===== config.mk =====
export PLATFORM = sky130hd
export DESIGN_NAME = grace_period_qs_tracker
export DESIGN_NICKNAME = d
export VERILOG_FILES = /design/src/hdl/gpqs_pkg.sv /design/src/hdl/gpqs_cpu_mem.sv /design/src/hdl/gpqs_core.sv /design/src/hdl/grace_period_qs_tracker.sv
export VERILOG_INCLUDE_DIRS = /design/src /design/src/hdl
export SDC_FILE = /design/constraint.sdc
export NUM_CORES = 2
export LEC_CHECK = 0
export BUFFER_PORTS_ARGS = -buffer_cell sky130_fd_sc_hd__buf_2
export CORE_MARGIN = 2
export CORE_UTILIZATION = 55
export CTS_BUF_LIST = sky130_fd_sc_hd__clkbuf_4 sky130_fd_sc_hd__clkbuf_8
export DETAILED_ROUTE_END_ITERATION = 12
export GPL_TIMING_DRIVEN = 0
export HOLD_SLACK_MARGIN = 0.12
export PLACE_DENSITY_LB_ADDON = 0.15
export SLEW_MARGIN = 20
export SYNTH_ARGS = -nofsm -noshare
export SYNTH_HDL_FRONTEND = slang
export SYNTH_SLANG_ARGS = --single-unit

===== constraint.sdc =====
create_clock -name clk -period 5.15 [get_ports clk]
set_input_delay 1.03 -clock clk [delete_from_list [all_inputs] [get_ports clk]]
set_output_delay 1.03 -clock clk [all_outputs]
set_load 0.01 [all_outputs]

===== src/hdl/grace_period_qs_tracker_assert.svh =====
// Assertion macros for the grace period tracker.
// Both sample on the rising edge of clk and are switched off during reset.
`ifndef GRACE_PERIOD_QS_TRACKER_ASSERT_SVH
`define GRACE_PERIOD_QS_TRACKER_ASSERT_SVH

// Consequent must hold in the same cycle as the antecedent
`define GPQS_ASSERT_NOW(label, ante, cons) \
	label: assert property (@(posedge clk) disable iff (!arst_n) (ante) |-> (cons)) \
		else $error("gpqs check failed");

// Consequent must hold in the cycle after the antecedent
`define GPQS_ASSERT_NEXT(label, ante, cons) \
	label: assert property (@(posedge clk) disable iff (!arst_n) (ante) |=> (cons)) \
		else $error("gpqs check failed");

`endif


===== src/hdl/gpqs_pkg.sv =====
package gpqs_pkg;

	// Topology
	localparam int NCPU      = 64;
	localparam int FANOUT    = 16;
	localparam int NLEAF     = (NCPU + FANOUT - 1) / FANOUT;
	localparam int FANOUT_LG = $clog2(FANOUT);
	localparam int LEAF_W    = (NLEAF > 1) ? $clog2(NLEAF) : 1;
	localparam int CPU_W     = 6;
	localparam int CNT_W     = 7;
	localparam int SEQ_W     = 32;
	localparam int DEPTH_W   = 8;

	// Request codes
	localparam logic [2:0] REQ_START  = 3'd0;
	localparam logic [2:0] REQ_TICK   = 3'd1;
	localparam logic [2:0] REQ_IDLE   = 3'd2;
	localparam logic [2:0] REQ_LOCK   = 3'd3;
	localparam logic [2:0] REQ_UNLOCK = 3'd4;

	typedef enum logic [1:0] {
		ST_OK    = 2'd0,
		ST_BUSY  = 2'd1,
		ST_RANGE = 2'd2,
		ST_NEST  = 2'd3
	} status_t;

	// Per-processor word held in the state memory
	typedef struct packed {
		logic [SEQ_W-1:0]   seen_seq;
		logic               pending;
		logic [DEPTH_W-1:0] depth;
	} cpu_word_t;

	typedef struct packed {
		logic             en;
		logic [CPU_W-1:0] addr;
		cpu_word_t        data;
	} mem_wr_t;

	// One result word
	typedef struct packed {
		logic             accepted;
		logic             gp_completed;
		logic             gp_running;
		logic [SEQ_W-1:0] current_seq;
		logic [SEQ_W-1:0] finished_seq;
		logic             cpu_pending;
		status_t          status;
	} res_t;

endpackage


===== src/hdl/gpqs_cpu_mem.sv =====
// Per-processor state memory: one write port, one registered read port.
// Entries never written read as zero through a valid bit per entry.
module gpqs_cpu_mem
	import gpqs_pkg::*;
(
	input  logic             clk,
	input  logic             arst_n,
	input  logic             rd_en,
	input  logic [CPU_W-1:0] rd_addr,
	input  mem_wr_t          wr,
	output cpu_word_t        rd_data
);

	cpu_word_t        mem [NCPU];
	logic [NCPU-1:0]  valid_q;
	cpu_word_t        rd_data_q;

	// Storage write
	always_ff @(posedge clk) begin
		if (wr.en) begin
			mem[wr.addr] <= wr.data;
		end
	end

	// Entry valid bits
	always_ff @(posedge clk or negedge arst_n) begin
		if (!arst_n) begin
			valid_q <= '0;
		end else if (wr.en) begin
			valid_q[wr.addr] <= 1'b1;
		end
	end

	// Registered read; a write to the same entry in the same cycle is passed through
	always_ff @(posedge clk) begin
		if (rd_en) begin
			if (wr.en && (wr.addr == rd_addr)) begin
				rd_data_q <= wr.data;
			end else if (valid_q[rd_addr]) begin
				rd_data_q <= mem[rd_addr];
			end else begin
				rd_data_q <= '0;
			end
		end
	end

	assign rd_data = rd_data_q;

endmodule


===== src/hdl/gpqs_core.sv =====
// Event evaluation and the grace period tree: sequence counters, leaf masks, root mask.
module gpqs_core
	import gpqs_pkg::*;
(
	input  logic             clk,
	input  logic             arst_n,
	input  logic             commit,
	input  logic [2:0]       req_type,
	input  logic [CPU_W-1:0] cpu,
	input  cpu_word_t        word_rd,
	input  logic [CNT_W-1:0] live,
	output mem_wr_t          wr,
	output res_t             res
);

	logic [SEQ_W-1:0]  seq_now_q, seq_done_q;
	logic              active_q;
	logic [FANOUT-1:0] leaf_q [NLEAF];
	logic [NLEAF-1:0]  root_q;

	logic [SEQ_W-1:0]  seq_now_d, seq_done_d;
	logic              active_d;
	logic [FANOUT-1:0] leaf_d [NLEAF];
	logic [NLEAF-1:0]  root_d;

	logic [FANOUT-1:0] start_mask [NLEAF];
	logic [LEAF_W-1:0] leaf_sel;
	logic [FANOUT_LG-1:0] bit_idx;
	logic              bit_set;
	logic [FANOUT-1:0] leaf_clr;
	logic [NLEAF-1:0]  root_clr;
	logic              in_range;
	cpu_word_t         word_new;
	logic              show, rep_try, acc, done;
	status_t           status;

	// Addressed leaf and bit
	assign leaf_sel = LEAF_W'(cpu >> FANOUT_LG);
	assign bit_idx  = cpu[FANOUT_LG-1:0];
	assign bit_set  = leaf_q[leaf_sel][bit_idx];
	assign in_range = {1'b0, cpu} < live;

	// Leaf and root after clearing the addressed bit
	always_comb begin
		leaf_clr          = leaf_q[leaf_sel];
		leaf_clr[bit_idx] = 1'b0;
		root_clr          = root_q;
		if (leaf_clr == '0) begin
			root_clr[leaf_sel] = 1'b0;
		end
	end

	// Masks loaded at the start of a period: one bit per live processor
	always_comb begin
		for (int i = 0; i < NLEAF; i++) begin
			for (int j = 0; j < FANOUT; j++) begin
				start_mask[i][j] = live > CNT_W'(i * FANOUT + j);
			end
		end
	end

	// Event evaluation
	always_comb begin
		seq_now_d  = seq_now_q;
		seq_done_d = seq_done_q;
		active_d   = active_q;
		leaf_d     = leaf_q;
		root_d     = root_q;
		word_new   = word_rd;
		show       = 1'b0;
		rep_try    = 1'b0;
		acc        = 1'b0;
		done       = 1'b0;
		status     = ST_OK;

		unique case (req_type)
			REQ_START: begin
				if (active_q) begin
					status = ST_BUSY;
				end else begin
					seq_now_d = seq_now_q + 1'b1;
					active_d  = 1'b1;
					leaf_d    = start_mask;
					for (int i = 0; i < NLEAF; i++) begin
						root_d[i] = |start_mask[i];
					end
					// no processors: the period ends at once
					if (live == '0) begin
						seq_done_d = seq_now_q + 1'b1;
						active_d   = 1'b0;
						done       = 1'b1;
					end
				end
			end
			REQ_TICK, REQ_IDLE, REQ_LOCK, REQ_UNLOCK: begin
				if (!in_range) begin
					status = ST_RANGE;
				end else begin
					show = 1'b1;
					unique case (req_type)
						REQ_TICK: begin
							if (word_rd.seen_seq != seq_now_q) begin
								word_new.pending = 1'b1;
							end
							word_new.seen_seq = seq_now_q;
							rep_try = word_new.pending && (word_rd.depth == '0);
						end
						REQ_IDLE: begin
							word_new.pending = 1'b0;
							rep_try = word_rd.pending;
						end
						REQ_LOCK: begin
							if (word_rd.depth == '1) begin
								status = ST_NEST;
							end else begin
								word_new.depth = word_rd.depth + 1'b1;
							end
						end
						default: begin
							if (word_rd.depth == '0) begin
								status = ST_NEST;
							end else begin
								word_new.depth = word_rd.depth - 1'b1;
							end
						end
					endcase
				end
			end
			default: begin
			end
		endcase

		// Quiescent report: clear leaf bit, then root bit, then finish the period
		if (rep_try && bit_set) begin
			acc              = 1'b1;
			word_new.pending = 1'b0;
			leaf_d[leaf_sel] = leaf_clr;
			root_d           = root_clr;
			if (root_clr == '0) begin
				seq_done_d = seq_now_q;
				active_d   = 1'b0;
				done       = 1'b1;
			end
		end
	end

	// Tree and sequence state
	always_ff @(posedge clk or negedge arst_n) begin
		if (!arst_n) begin
			seq_now_q  <= '0;
			seq_done_q <= '0;
			active_q   <= 1'b0;
			root_q     <= '0;
			for (int i = 0; i < NLEAF; i++) begin
				leaf_q[i] <= '0;
			end
		end else if (commit) begin
			seq_now_q  <= seq_now_d;
			seq_done_q <= seq_done_d;
			active_q   <= active_d;
			root_q     <= root_d;
			leaf_q     <= leaf_d;
		end
	end

	// Write back the processor word and build the result
	always_comb begin
		wr.en   = commit && show;
		wr.addr = cpu;
		wr.data = word_new;

		res.accepted     = acc;
		res.gp_completed = done;
		res.gp_running   = active_d;
		res.current_seq  = seq_now_d;
		res.finished_seq = seq_done_d;
		res.cpu_pending  = show && word_new.pending;
		res.status       = status;
	end

endmodule


===== src/hdl/grace_period_qs_tracker.sv =====
// Grace period tracker for read-copy-update over a two-level mask tree (leaves of FANOUT
// processors under a root mask). It takes one event word per clock cycle and returns one
// result word per event: the accepting edge registers the event and reads the addressed
// processor's word (last seen sequence, pending flag, reader nesting) from the state memory
// (one read port, one write port); the evaluation stage then evaluates the event against the
// tree, writes the word back and loads the result register. Back-to-back events to the same
// processor are forwarded around the memory. A result word left waiting holds the event
// behind it and so stalls the input. Memory entries read as zero until first written, so no
// clearing pass follows reset. The processor count comes through its own channel, always
// ready. The user must write it only while the block is idle; the block does not enforce it.
`include "grace_period_qs_tracker_assert.svh"

module grace_period_qs_tracker
	import gpqs_pkg::*;
(
	input  logic             clk,
	input  logic             arst_n,
	// configuration
	input  logic             cfg_valid,
	output logic             cfg_ready,
	input  logic [CNT_W-1:0] cfg_data,
	// event channel
	input  logic             in_valid,
	output logic             in_ready,
	input  logic [2:0]       req_type,
	input  logic [CPU_W-1:0] cpu,
	// result channel
	output logic             out_valid,
	input  logic             out_ready,
	output logic             accepted,
	output logic             gp_completed,
	output logic             gp_running,
	output logic [SEQ_W-1:0] current_seq,
	output logic [SEQ_W-1:0] finished_seq,
	output logic             cpu_pending,
	output logic [1:0]       status
);

	logic [CNT_W-1:0] cpu_count_q;
	logic [CNT_W-1:0] live;
	logic             valid_s1;
	logic [2:0]       req_type_s1;
	logic [CPU_W-1:0] cpu_s1;
	logic             out_valid_q;
	res_t             out_q;
	logic             in_acc, s1_adv;
	cpu_word_t        word_rd;
	mem_wr_t          wr;
	res_t             res;

	// Configuration register
	assign cfg_ready = 1'b1;

	always_ff @(posedge clk or negedge arst_n) begin
		if (!arst_n) begin
			cpu_count_q <= CNT_W'(NCPU);
		end else if (cfg_valid && cfg_ready) begin
			cpu_count_q <= cfg_data;
		end
	end

	assign live = (cpu_count_q < CNT_W'(NCPU)) ? cpu_count_q : CNT_W'(NCPU);

	// Handshake
	assign s1_adv   = valid_s1 && (!out_valid_q || out_ready);
	assign in_ready = !valid_s1 || s1_adv;
	assign in_acc   = in_valid && in_ready;

	// Evaluation stage register
	always_ff @(posedge clk or negedge arst_n) begin
		if (!arst_n) begin
			valid_s1 <= 1'b0;
		end else if (in_ready) begin
			valid_s1 <= in_valid;
		end
	end

	always_ff @(posedge clk) begin
		if (in_acc) begin
			req_type_s1 <= req_type;
			cpu_s1      <= cpu;
		end
	end

	gpqs_cpu_mem u_mem (
		.clk     (clk),
		.arst_n  (arst_n),
		.rd_en   (in_acc),
		.rd_addr (cpu),
		.wr      (wr),
		.rd_data (word_rd)
	);

	gpqs_core u_core (
		.clk      (clk),
		.arst_n   (arst_n),
		.commit   (s1_adv),
		.req_type (req_type_s1),
		.cpu      (cpu_s1),
		.word_rd  (word_rd),
		.live     (live),
		.wr       (wr),
		.res      (res)
	);

	// Result register
	always_ff @(posedge clk or negedge arst_n) begin
		if (!arst_n) begin
			out_valid_q <= 1'b0;
		end else if (s1_adv) begin
			out_valid_q <= 1'b1;
		end else if (out_ready) begin
			out_valid_q <= 1'b0;
		end
	end

	always_ff @(posedge clk) begin
		if (s1_adv) begin
			out_q <= res;
		end
	end

	assign out_valid    = out_valid_q;
	assign accepted     = out_q.accepted;
	assign gp_completed = out_q.gp_completed;
	assign gp_running   = out_q.gp_running;
	assign current_seq  = out_q.current_seq;
	assign finished_seq = out_q.finished_seq;
	assign cpu_pending  = out_q.cpu_pending;
	assign status       = out_q.status;

	// Checks
	`GPQS_ASSERT_NOW(a_done_ends_period, out_valid && gp_completed,
		!gp_running && (current_seq == finished_seq))
	`GPQS_ASSERT_NOW(a_report_only_ok, out_valid && accepted, status == ST_OK)
	`GPQS_ASSERT_NOW(a_busy_is_running, out_valid && (status == ST_BUSY), gp_running)
	`GPQS_ASSERT_NEXT(a_eval_follows_accept, in_valid && in_ready, valid_s1)

endmodule

==> impl_metrics.ini <==
[timing]
whs_ns = 0.189
slew_headroom_pct = 19.8
finalClockSkew_ns = 0.0986
fin_crit_ns = 5.24
rsz0062_at_grt = yes
setup_viol = 95
fmax_mhz = 191
finalWorstSetupSlack_ns = -0.0919
slew_viol_final = 0
hold_viol_final = 0
tightest_slew_ns = 1.20
fin_crit_sh_pct = 102

[drt]
first_pass_iters = 12
num_vias = 62989
drtIter0Drc = 9872
viasPerCell = 6.61
totalWireLength_um = 340000
ant_nets = 0
wl_per_cell_um = 35.7
route.detailed.drc = 0

[critical_path]
setup.worst_path.class = register to register
cp_max_fo = 10
cp_num_buf_inv = 6
startpoint_type = register
cpPeakStageDelay_ns = 0.70
crit_family = buffers and inverters
crit_chain = clkbuf_2, nor2b_1, clkbuf_1, inv_1, ha_1, nand2_1, o31ai_2, a221o_1, clkbuf_2, or4_1, buf_2, clkbuf_1, a21oi_1
worstPathArrival_ns = 6.01
end_kind = register
cp.required_ns = 5.91
cpMaxStageDelayCell = o31ai_2

[cts]
clock_path_buffers = 4
cts_max_level = 5
root_buffer = clkbuf_8
clk_pin_slew_ns = 0.06
clkSinkCount = 2950
clk_latency_ns = 1.14
cts_tree = done
numCtsBuffers = 472

[synthesis]
ys_seq_area_share_pct = 74.4
synth-edff-count = 2744
yosys_warnings = 0
syn_nets = 5577
synth_flop_cell = edfxtp_1
ys_async_sr_fraction_pct = 6.98
ys_ff_latch = 2950
synthCells = 5547
avgSynthCellArea_um2 = 21.2
ys_types = 83
netlist_area_mm2 = 0.118

[placement]
port_buffers = 91
place.gp.congestion = 0.941
hpwl_um = 231000

[finish]
final_util_pct = 64.1
nets = 6369
layout-drive-gt1-share_pct = 32.5
synthToLayoutAreaGrowth_pct = 15.6

[floorplan]
start_util_pct = 55.4
fp.coreArea_mm2 = 0.212
die_width_um = 466
die_h_um = 466
io_pins = 94
rows = 169
die_area_mm2 = 0.218

[global_route]
grt_max_degree = 81
antenna_found_initial = 35
grt_pass1_vias = 62266
grt-ovfl-total = 0
grtUsageTotal_pct = 31.5
grt_pass1_wl_um = 473000

[power_and_ir_drop]
peakVddDrop_v = 0.000359
p_leak_nw = 44.5
cellPowerDensity_mw_per_mm2 = 372

[run_status]
violations = setup timing
outcome = finished with violations

[worst_hold_path]
hold_class = input port to register

[flow_run]
max_cap_violations = 0
## layer usage
| layer | GRT usage (%) | part of all wire, % | up-vias |
|---|---|---|---|
| li1 | - | - | 24962 |
| met1 | 44.5 | 38 | 33456 |
| met2 | 47.3 | 46 | 3874 |
| met3 | 7.04 | 11 | 689 |
| met4 | 15.0 | 5.4 | 8 |
| met5 | 0 | 0.014 | - |
## cells in the mapped netlist (12+ instances only)
library cell	count	area [µm²]
and3_1	53	332
edfxtp_1	2744	82400
nor3_1	35	175
a211oi_1	21	158
nand2_1	143	537
xor2_1	43	377
dfrtp_1	205	5130
xnor2_1	60	526
o22ai_1	13	81.3
buf_2	25	125
o22a_1	25	219
a31oi_1	17	106
nand4_1	19	119
nand2b_1	19	119
nand3_1	66	330
nor2b_1	12	75.1
o21a_1	17	128
mux2_2	35	394
o221a_2	13	146
nor2_1	173	649
o31ai_1	12	90.1
a41o_1	34	340
and2_1	16	100
a22oi_1	21	158
o21bai_1	66	495
mux4_2	899	20200
a21oi_1	84	420
buf_1	74	278
a222oi_1	33	330
inv_1	75	282
nor4_1	15	93.8
or3_1	18	113
clkbuf_1	270	1010
o21ai_0	63	315
## layout by cell type, fill, tap and decap left out, drive strengths merged, types with 77 or more instances in the layout
cell	netlist	layout
nand2	143	143
buf	104	396
a21oi	84	84
nor2	173	173
clkinv	0	174
mux4	899	899
edfxtp	2744	2744
clkbuf	273	925
inv	75	77
dfrtp	205	205
## worst register-to-register path: cells and delay by family (launching register included)
family / cells / cell delay [ns]
simple gates: 3 / 0.44
fa+ha+maj: 1 / 0.32
compound gates: 3 / 1.43
flops: 1 / 0.46
buf+inv: 6 / 2.26
## repair_timing
item                                    4_1_cts  5_1_grt
endpoints found under the setup margin     4643     2229
pin swaps                                    44        4
hold buffers                                  8        0
resized for setup                            20       40
endpoints found under the hold margin        69        0
setup buffers                                49        6
## area by class of cell
cell class,count,area (µm²)
Buffer,377,1620
Sequential cell,2950,87600
Clock buffer,634,7810
Timing Repair Buffer,318,4880
Multi-Input combinational cell,2145,29300
Antenna cell,20,50.0
Inverter,75,282
Tap cell,2821,3530
Clock inverter,188,967
Fill cell,14280,76300
## power by group
| group | internal, mW | switching, mW |
|---|---|---|
| combinational | 1.55 | 2.81 |
| clock | 10.0 | 8.98 |
| sequential | 26.9 | 0.238 |
| total | 38.5 | 12.0 |
## kinds of logic after synthesis
family                     count (synthesis)  share of synthesized area, %
AOI/OAI and AO/OA                        492                          3.10
xor gates and xnor gates                 103                         0.767
adders and majority gates                  9                        0.0957
buffers and inverters                    452                          1.51
DFF                                     2950                          74.4
muxes                                    941                          17.6
other                                      1                       0.00319
and+or+nand+nor                          599                          2.49
## registers in the layout (all words and copies together), names as in the netlist, 2 cells and up
| name | cells |
|---|---|
| u_mem.mem | 2624 |
| u_core.leaf_q | 64 |
| u_mem.valid_q | 64 |
| u_mem.rd_data | 41 |
| current_seq | 32 |
| finished_seq | 32 |
| u_core.seq_done_q | 32 |
| u_core.seq_now_q | 32 |
| cpu_count_q | 7 |
| cpu_s1 | 6 |
| u_core.root_q | 4 |
| req_type_s1 | 3 |
| status | 2 |
## through the flow
stage / power, mW / worst slack [ns] / setup TNS [ns] / instance area (µm²) / instances
floorplan: 30.0 / 0.0833 / 0 / 118000 / 5547
global placement: 31.7 / -5.43 / - / 122000 / 8459
detailed placement: 31.9 / -1.69 / -3277.37 / 126000 / 8623
CTS: 50.7 / -0.183 / -7.04 / 136000 / 9502
global route: 52.0 / -0.163 / -14.24 / 136000 / 9509
finish: 50.6 / -0.0919 / -2.76 / 136000 / 9528
## path summary, 6_finish.rpt
| path | from | end | slack (ns) | cells past startpoint |
|---|---|---|---|---|
| worst max-delay path | cpu_count_q[6]$_DFFE_PN1P_ | finished_seq[13]$_DFFE_PP_ | -0.09 | 13 |
| worst min-delay path | cfg_data[2] | cpu_count_q[2]$_DFFE_PN0P_ | 0.19 | 2 |
| worst max register to register | cpu_count_q[6]$_DFFE_PN1P_ | finished_seq[13]$_DFFE_PP_ | -0.09 | 13 |
| worst min register to register | u_mem.valid_q[46]$_DFFE_PN0P_ | u_mem.valid_q[46]$_DFFE_PN0P_ | 0.47 | 1 |
| max in group asynchronous | arst_n | u_mem.valid_q[53]$_DFFE_PN0P_ | 3.77 | 3 |
| min in group asynchronous | arst_n | cpu_count_q[4]$_DFFE_PN0P_ | 0.50 | 2 |
Note: power is estimated with default switching activity, not from simulation.
